==> src/rtl/lpmd_pkg.sv <==
package lpmd_pkg;

	// Fixed-point constants
	localparam int CORDIC_STEPS = 24;
	localparam logic signed [31:0] CORDIC_GAIN = 32'sd652032874;
	localparam logic [29:0] RAD_TO_BAM = 30'd683565276;

	// Wide product and sum type
	typedef logic signed [67:0] wide_t;

	localparam wide_t SAT_MAX = 68'sh0_0000_0000_7FFF_FFFF;
	localparam wide_t SAT_MIN = 68'shF_FFFF_FFFF_8000_0000;

	// Multiplier operand selects
	localparam logic [3:0] MUL_W_DT = 4'd0;
	localparam logic [3:0] MUL_MH_C = 4'd1;
	localparam logic [3:0] MUL_ML_C = 4'd2;
	localparam logic [3:0] MUL_V_DT = 4'd3;
	localparam logic [3:0] MUL_D_C  = 4'd4;
	localparam logic [3:0] MUL_D_S  = 4'd5;
	localparam logic [3:0] MUL_C_PX = 4'd6;
	localparam logic [3:0] MUL_S_PY = 4'd7;
	localparam logic [3:0] MUL_S_PX = 4'd8;
	localparam logic [3:0] MUL_C_PY = 4'd9;

	// Datapath operations
	localparam logic [3:0] OP_NONE    = 4'd0;
	localparam logic [3:0] OP_SPLIT   = 4'd1;
	localparam logic [3:0] OP_ALATCH  = 4'd2;
	localparam logic [3:0] OP_HEAD    = 4'd3;
	localparam logic [3:0] OP_DIS     = 4'd4;
	localparam logic [3:0] OP_CSTEP   = 4'd5;
	localparam logic [3:0] OP_POSX    = 4'd6;
	localparam logic [3:0] OP_POSY    = 4'd7;
	localparam logic [3:0] OP_ACC_LD  = 4'd8;
	localparam logic [3:0] OP_ACC_SUB = 4'd9;
	localparam logic [3:0] OP_RX      = 4'd10;
	localparam logic [3:0] OP_ACC_ADD = 4'd11;

	// Controller to datapath commands
	typedef struct packed {
		logic       load;
		logic [3:0] mul_sel;
		logic [3:0] op;
		logic       out_ld;
	} cmd_t;

	// Datapath to controller status
	typedef struct packed {
		logic crd_done;
	} sts_t;

	// CORDIC arctangent table, binary angle units
	function automatic logic [31:0] atan_bam(input logic [4:0] i);
		logic [31:0] r;
		begin
			unique case (i)
				5'd0:  r = 32'h20000000;
				5'd1:  r = 32'h12E4051E;
				5'd2:  r = 32'h09FB385B;
				5'd3:  r = 32'h051111D4;
				5'd4:  r = 32'h028B0D43;
				5'd5:  r = 32'h0145D7E1;
				5'd6:  r = 32'h00A2F61E;
				5'd7:  r = 32'h00517C55;
				5'd8:  r = 32'h0028BE53;
				5'd9:  r = 32'h00145F2F;
				5'd10: r = 32'h000A2F98;
				5'd11: r = 32'h000517CC;
				5'd12: r = 32'h00028BE6;
				5'd13: r = 32'h000145F3;
				5'd14: r = 32'h0000A2FA;
				5'd15: r = 32'h0000517D;
				5'd16: r = 32'h000028BE;
				5'd17: r = 32'h0000145F;
				5'd18: r = 32'h00000A30;
				5'd19: r = 32'h00000518;
				5'd20: r = 32'h0000028C;
				5'd21: r = 32'h00000146;
				5'd22: r = 32'h000000A3;
				5'd23: r = 32'h00000051;
				default: r = 32'h00000000;
			endcase
			return r;
		end
	endfunction

	// Shift right, rounding half away from zero
	function automatic wide_t rnd_shift(input wide_t v, input int unsigned s);
		logic [67:0] m;
		begin
			m = v[67] ? (68'd0 - v) : v;
			m = (m + (68'd1 << (s - 1))) >> s;
			return v[67] ? $signed(68'd0 - m) : $signed(m);
		end
	endfunction

	// Saturate to 32-bit signed
	function automatic logic signed [31:0] sat32(input wide_t v);
		logic signed [31:0] r;
		begin
			if (v > SAT_MAX)
				r = 32'sh7FFFFFFF;
			else if (v < SAT_MIN)
				r = 32'sh80000000;
			else
				r = v[31:0];
			return r;
		end
	endfunction

endpackage

==> src/rtl/lpmd_ctrl.sv <==
module lpmd_ctrl (
	input  logic              clk,
	input  logic              arst_n,
	input  logic              s_tvalid,
	output logic              s_tready,
	output logic              m_tvalid,
	input  logic              m_tready,
	input  lpmd_pkg::sts_t    sts,
	output lpmd_pkg::cmd_t    cmd
);

	localparam logic [3:0] ST_IDLE = 4'd0;
	localparam logic [3:0] ST_MW   = 4'd1;
	localparam logic [3:0] ST_MA   = 4'd2;
	localparam logic [3:0] ST_MB   = 4'd3;
	localparam logic [3:0] ST_HD   = 4'd4;
	localparam logic [3:0] ST_DIS  = 4'd5;
	localparam logic [3:0] ST_CRD  = 4'd6;
	localparam logic [3:0] ST_PX   = 4'd7;
	localparam logic [3:0] ST_PY   = 4'd8;
	localparam logic [3:0] ST_R0   = 4'd9;
	localparam logic [3:0] ST_R1   = 4'd10;
	localparam logic [3:0] ST_R2   = 4'd11;
	localparam logic [3:0] ST_R3   = 4'd12;
	localparam logic [3:0] ST_R4   = 4'd13;
	localparam logic [3:0] ST_OUT  = 4'd14;

	logic [3:0] state_q;
	logic [3:0] state_nx;
	logic       out_vld_q;

	assign s_tready = (state_q == ST_IDLE);
	assign m_tvalid = out_vld_q;

	// Sequence one request through the datapath
	always_comb begin
		state_nx    = state_q;
		cmd.load    = 1'b0;
		cmd.mul_sel = lpmd_pkg::MUL_W_DT;
		cmd.op      = lpmd_pkg::OP_NONE;
		cmd.out_ld  = 1'b0;
		unique case (state_q)
			ST_IDLE: begin
				if (s_tvalid) begin
					cmd.load = 1'b1;
					state_nx = ST_MW;
				end
			end
			ST_MW: begin
				cmd.mul_sel = lpmd_pkg::MUL_W_DT;
				state_nx    = ST_MA;
			end
			ST_MA: begin
				cmd.mul_sel = lpmd_pkg::MUL_MH_C;
				cmd.op      = lpmd_pkg::OP_SPLIT;
				state_nx    = ST_MB;
			end
			ST_MB: begin
				cmd.mul_sel = lpmd_pkg::MUL_ML_C;
				cmd.op      = lpmd_pkg::OP_ALATCH;
				state_nx    = ST_HD;
			end
			ST_HD: begin
				cmd.mul_sel = lpmd_pkg::MUL_V_DT;
				cmd.op      = lpmd_pkg::OP_HEAD;
				state_nx    = ST_DIS;
			end
			ST_DIS: begin
				cmd.op   = lpmd_pkg::OP_DIS;
				state_nx = ST_CRD;
			end
			ST_CRD: begin
				cmd.op = lpmd_pkg::OP_CSTEP;
				if (sts.crd_done)
					state_nx = ST_PX;
			end
			ST_PX: begin
				cmd.mul_sel = lpmd_pkg::MUL_D_C;
				state_nx    = ST_PY;
			end
			ST_PY: begin
				cmd.mul_sel = lpmd_pkg::MUL_D_S;
				cmd.op      = lpmd_pkg::OP_POSX;
				state_nx    = ST_R0;
			end
			ST_R0: begin
				cmd.mul_sel = lpmd_pkg::MUL_C_PX;
				cmd.op      = lpmd_pkg::OP_POSY;
				state_nx    = ST_R1;
			end
			ST_R1: begin
				cmd.mul_sel = lpmd_pkg::MUL_S_PY;
				cmd.op      = lpmd_pkg::OP_ACC_LD;
				state_nx    = ST_R2;
			end
			ST_R2: begin
				cmd.mul_sel = lpmd_pkg::MUL_S_PX;
				cmd.op      = lpmd_pkg::OP_ACC_SUB;
				state_nx    = ST_R3;
			end
			ST_R3: begin
				cmd.mul_sel = lpmd_pkg::MUL_C_PY;
				cmd.op      = lpmd_pkg::OP_RX;
				state_nx    = ST_R4;
			end
			ST_R4: begin
				cmd.op   = lpmd_pkg::OP_ACC_ADD;
				state_nx = ST_OUT;
			end
			ST_OUT: begin
				if (!out_vld_q || m_tready) begin
					cmd.out_ld = 1'b1;
					state_nx   = ST_IDLE;
				end
			end
			default: state_nx = ST_IDLE;
		endcase
	end

	// Advance state and hold the output valid flag
	always_ff @(posedge clk or negedge arst_n) begin
		if (!arst_n) begin
			state_q   <= ST_IDLE;
			out_vld_q <= 1'b0;
		end else begin
			state_q <= state_nx;
			if (cmd.out_ld)
				out_vld_q <= 1'b1;
			else if (m_tready)
				out_vld_q <= 1'b0;
		end
	end

`ifndef SYNTHESIS
	a_no_overwrite: assert property (@(posedge clk) disable iff (!arst_n)
		cmd.out_ld |-> (!out_vld_q || m_tready))
		else $error("result overwritten while still pending");

	a_accept_starts: assert property (@(posedge clk) disable iff (!arst_n)
		(s_tvalid && s_tready) |=> (state_q == ST_MW))
		else $error("accepted request did not start the sequence");

	a_cordic_holds: assert property (@(posedge clk) disable iff (!arst_n)
		(state_q == ST_CRD && !sts.crd_done) |=> (state_q == ST_CRD))
		else $error("rotation left before its last step");

	a_out_presented: assert property (@(posedge clk) disable iff (!arst_n)
		cmd.out_ld |=> (out_vld_q && state_q == ST_IDLE))
		else $error("loaded result not presented");
`endif

endmodule

==> config.mk <==
export PLATFORM = sky130hd
export DESIGN_NAME = lpmd_ctrl
export DESIGN_NICKNAME = d
export VERILOG_FILES = /design/src/rtl/lpmd_pkg.sv /design/src/rtl/lpmd_ctrl.sv
export SDC_FILE = /design/constraint.sdc
export NUM_CORES = 1
export LEC_CHECK = 0
export BUFFER_PORTS_ARGS = -buffer_cell sky130_fd_sc_hd__buf_4
export CORE_AREA = 2 2 39 41
export DETAILED_ROUTE_END_ITERATION = 10
export DIE_AREA = 0 0 41 43
export GPL_TIMING_DRIVEN = 1
export PLACE_DENSITY = 0.61
export SYNTH_ARGS = -nofsm -noshare
export SYNTH_HDL_FRONTEND = slang
export SYNTH_SLANG_ARGS = --single-unit
==> constraint.sdc <==
create_clock -name clk -period 1.2 [get_ports clk]
set_input_delay 0.18 -clock clk [delete_from_list [all_inputs] [get_ports clk]]
set_output_delay 0.18 -clock clk [all_outputs]
set_load 0.02 [all_outputs]
### Yosys cells after proc, flatten, opt, wreduce, memory -nomap -nowiden

Index checks and enable logic that the tools add are counted.

| operators by class | value |
|---|---|
| reduce and logical (&&, ||, !) cells | 5 |
| mux-type cells | 12 |
| eq/ne operators | 17 |

Operators with widths:

| cell | number |
|---|---|
| 4-bit case mux with 15 select lines | 1 |
| 4-bit case mux with 11 select lines | 1 |
| 4-bit case mux with 9 select lines | 1 |
| 4-bit == test (second input constant) | 7 |
| 4-bit by 3-bit == test with 1-bit output (second input constant) | 4 |
| 4-bit two-way mux | 3 |
| 4-bit by 2-bit == test with 1-bit output (second input constant) | 2 |
| 1-bit two-way mux | 6 |
| 2-bit inequality test (second input constant) | 3 |
| 4-bit by 1-bit == test with 1-bit output (second input constant) | 1 |
| 4-bit logical NOT | 1 |
| 3-bit AND reduction | 1 |
| 2-bit nonzero test | 1 |
| 1-bit logical NOT | 1 |
| 1-bit logical OR | 1 |

| storage, ports and cells | value |
|---|---|
| logic and storage cells | 36 |
| output and inout bits | 12 |
| register bits after elaboration | 5 |
| input port bits | 5 |

### Logic depth before layout (Yosys ltp)

| depth | value |
|---|---|
| word-level depth | 5 |
| gate-level depth with buffers | 5 |
| depth with buffers taken out | 3 |

### Worst setup path before layout

OpenSTA, ideal clock, no wires.

| timing | value |
|---|---|
| kind | reg-to-output |
| from | reg state_q[1] |
| to | out cmd[9] in the netlist's numbering |
| path slack | -0.315 ns |
| required time | 1.020 ns |
| arrival | 1.335 ns |
| stages on the path, launching flop included | 4 |
| path buffers | 1 |
| cells stage by stage | dfrtp_1 buf_4 nor4_2 and2_1 |

RTL lines:

| what | RTL line | text |
|---|---|---|
| start, declared | lpmd_ctrl.sv:28 | `logic [3:0] state_q;` |
| start signal, assigned | lpmd_ctrl.sv:126 | `state_q <= state_nx;` |
| end, declared | lpmd_ctrl.sv:9 | `output lpmd_pkg::cmd_t cmd` |

==> impl_summary.log <==
INFO  metric outcome = finished, violations left
INFO  metric failed_checks = negative setup slack
INFO  metric largest_net_degree_at_the_start_of_global_routing = 9
INFO  metric clk_latency = 0.25 ns
INFO  metric async_reset_ff_share = 100.0%
INFO  metric cts_sinks = 5
INFO  metric antenna_violations_before_repair = 0
INFO  metric syn_to_final_growth = 128.1%
INFO  metric crit_chain = buf_4, xnor2_1, o31ai_4, buf_6
INFO  metric cap_violations = 0
INFO  metric sequential_cell_area_fraction_in_the_yosys_report = 27.32%
INFO  metric syn-num-nets = 62
INFO  metric clk_pin_slew = 0.05 ns
INFO  metric layout_cells_sized_above_1 = 79.80%
INFO  metric post_drt_wl_per_cell = 13.57 um
INFO  metric routed_wirelength = 1560 um
INFO  metric post-synth-top-area-cell = dfrtp_1
INFO  metric clk_root_buffer_cell = clkbuf_4
INFO  metric critical_path.slowest_cell = dfrtp_2
INFO  metric layout_min_cycle_time = 1.575 ns
INFO  metric ranking_of_synthesized_cells_by_area = dfrtp_1 (27%), buf_6 (7.4%), nand2_1 (5.7%)
INFO  metric critPathLaunchType = flop
INFO  metric num_rows = 14
INFO  metric fin_cells = 115
INFO  metric initial_utilization = 33.09%
INFO  metric synthDominantCellAreaShare = 27.32%
INFO  metric fin_nets = 105
INFO  metric netlist_area = 457.9 um2
INFO  metric sort_of_element_at_the_end_of_the_critical_path = output port
INFO  metric yosys-top-cells-count = nand2_1 (7), dfrtp_1 (5), nor2_1 (4)
INFO  metric synth_most_common_cell = nand2_1
INFO  metric pre_cts_slack = -0.1973 ns
INFO  metric dominant_synthesized_flop_cell = dfrtp_1
INFO  metric ant_nets = 0
INFO  metric timing_max_transition_violations_final = 0
INFO  metric post-route-drc-count = 0
INFO  metric crit_buf_inv = 2
INFO  metric timing.critical_path.max_delay_family = flip-flops
INFO  metric cp.arrival = 1.39 ns
INFO  metric power_dens_cells = 3415 mW/mm2
INFO  metric drtPass1Iterations = 3
INFO  metric timing.fmax = 0.6350 GHz
INFO  metric hold_path.class = input pin to flop
INFO  metric synth-edff-count = 0
INFO  metric rsz0062_at_grt = true
INFO  metric total_area_of_multi_input_combinational_cells = 435.4 um2
INFO  metric clockBufferDepth = 2
INFO  metric number_of_buffer_cells_added_on_primary_ports = 16
INFO  metric post-route-worst-setup-slack = -0.3747 ns
INFO  metric setup.worst_path.class = flop to output port
INFO  metric power_leakage = 0.0004427 uW
INFO  metric worst_pin_slew = 0.3159 ns
INFO  metric seq_area = 130.1 um2
INFO  metric setup-tns-final = -3.617 ns
INFO  metric first_iter_violations = 5
INFO  metric first_global_vias = 588
INFO  metric grt_util_all_layers = 20.81%
INFO  metric num-fill-cells = 103
INFO  metric cts_made_buffers = 3
INFO  metric synthesis.instances = 57
INFO  metric antenna_cells = 0
INFO  metric dieArea = 0.001763 mm2
INFO  metric tritoncts_clock_tree = built
INFO  metric worstPathMaxFanout = 6
INFO  metric timing.clock.skew = 0.001910 ns
INFO  metric fp.dieW = 41 um
INFO  metric ys_warn_count = 0
INFO  metric num_io_pins = 17
INFO  metric critPathMaxStageDelay = 0.47 ns
INFO  metric postSynthRegisterBits = 5
INFO  metric finalSetupViolations = 11
INFO  metric slew_headroom = 78.79%
INFO  metric die_h = 43 um
INFO  metric grt.overflow.total = 0
INFO  metric fp.coreArea = 0.001384 mm2
INFO  metric placed_cells = 104
INFO  metric h-tree-depth = 1
INFO  metric critical_path_required = 1.02 ns
INFO  metric hold_viol = 0
INFO  metric dp_hpwl = 1057 um
INFO  metric num_vias = 565
INFO  metric grt_first_pass_wirelength = 2442 um
INFO  metric power.ir.vdd_worst = 1.830 mV
INFO  metric fin_crit_sh = 131.2%
INFO  metric route.detailed.vias_per_inst = 4.913
INFO  metric finalWeightedCongestion = 0.7473
INFO  metric post_synth_num_cell_types = 28
INFO  metric mean_syn_cell_area = 8.034 um2
-- repair_timing --
item / CTS / global route
pin swaps: 6 / 6
resized for setup: 22 / 11
setup buffers: 6 / 0
endpoints found under the hold margin: 5 / 0
setup endpoints to repair: 12 / 14
hold buffers: 1 / 0
-- final timing paths --
path | depth (start not counted) | endpoint | start | slack, ns
setup / recovery | 4 | cmd[6] | state_q[3] | -0.37
hold / removal | 3 | state_q[0] | s_tvalid | 0.24
setup reg to reg | 5 | state_q[1] | state_q[2] | 0.01
hold reg to reg | 2 | m_tvalid | m_tvalid | 0.59
max in group asynchronous | 2 | state_q[2] | arst_n | 0.81
min in group asynchronous | 2 | state_q[0] | arst_n | 0.27
-- placed cells by master, fill, tap and decap left out, types with 2 or more instances in the layout --
cell	n
a21oi_2	2
buf_12	2
buf_4	23
buf_6	18
clkbuf_4	3
dfrtp_2	4
nand2_1	4
nand2_2	4
nor2_2	2
nor2b_2	2
nor3_2	2
o31ai_4	2
-- power breakdown --
| group | leakage (uW) | total [uW] | switching (uW) | internal, uW |
|---|---|---|---|---|
| Sequential | 0.0000584 | 436 | 181 | 255 |
| Clock | 0.0000150 | 205 | 78.4 | 126 |
| Combinational | 0.000369 | 2930 | 1350 | 1580 |
-- per-stage QoR --
step | util [%] | hold slack [ns] | power (uW) | area [um2]
after floorplan | - | -0.1156 | 1974 | 595.6
after global placement | 60.85 | -0.01606 | 2729 | 842.1
after detailed placement | 60.85 | -0.01505 | 2761 | 842.1
after CTS | 72.78 | 0.2385 | 3427 | 1007
after global routing | 75.50 | 0.2763 | 3803 | 1045
final | 75.50 | 0.2442 | 3568 | 1045
-- routing by layer --
metal / GRT usage, % / wire [um] / up-vias
met4: 10.00 / 12 / 0
li1: - / - / 284
met2: 32.19 / 836 / 13
met3: 4.712 / 57 / 2
met1: 25.90 / 653 / 266
met5: 0 / 0 / -
-- worst reg2reg max path: cells and delay by family (launching register included) --
family	cells	cell delay [ns]
AO/OA/AOI/OAI	1	0.14
buffers and inverters	3	0.36
AND/OR/NAND/NOR	1	0.14
flip-flops	1	0.47
-- layout make-up --
class	count	share of cell area [%]
clock buffers	4	2.515
inverters	2	0.7186
multi-input cells	44	41.68
flip-flops and latches	5	12.46
well taps	16	1.916
repair buffers	44	40.72
-- flip-flops by register name (all words and copies together) (netlist names) --
name,count
m_tvalid,1
state_q,4
-- cell families after synthesis --
logic type / after synthesis / synth area share (%)
simple gates: 26 / 30.06
xor+xnor: 2 / 3.826
flops: 5 / 27.32
compound gates: 16 / 24.86
buf+inv: 8 / 13.93
No activity file was read; power rests on OpenSTA's default activity.
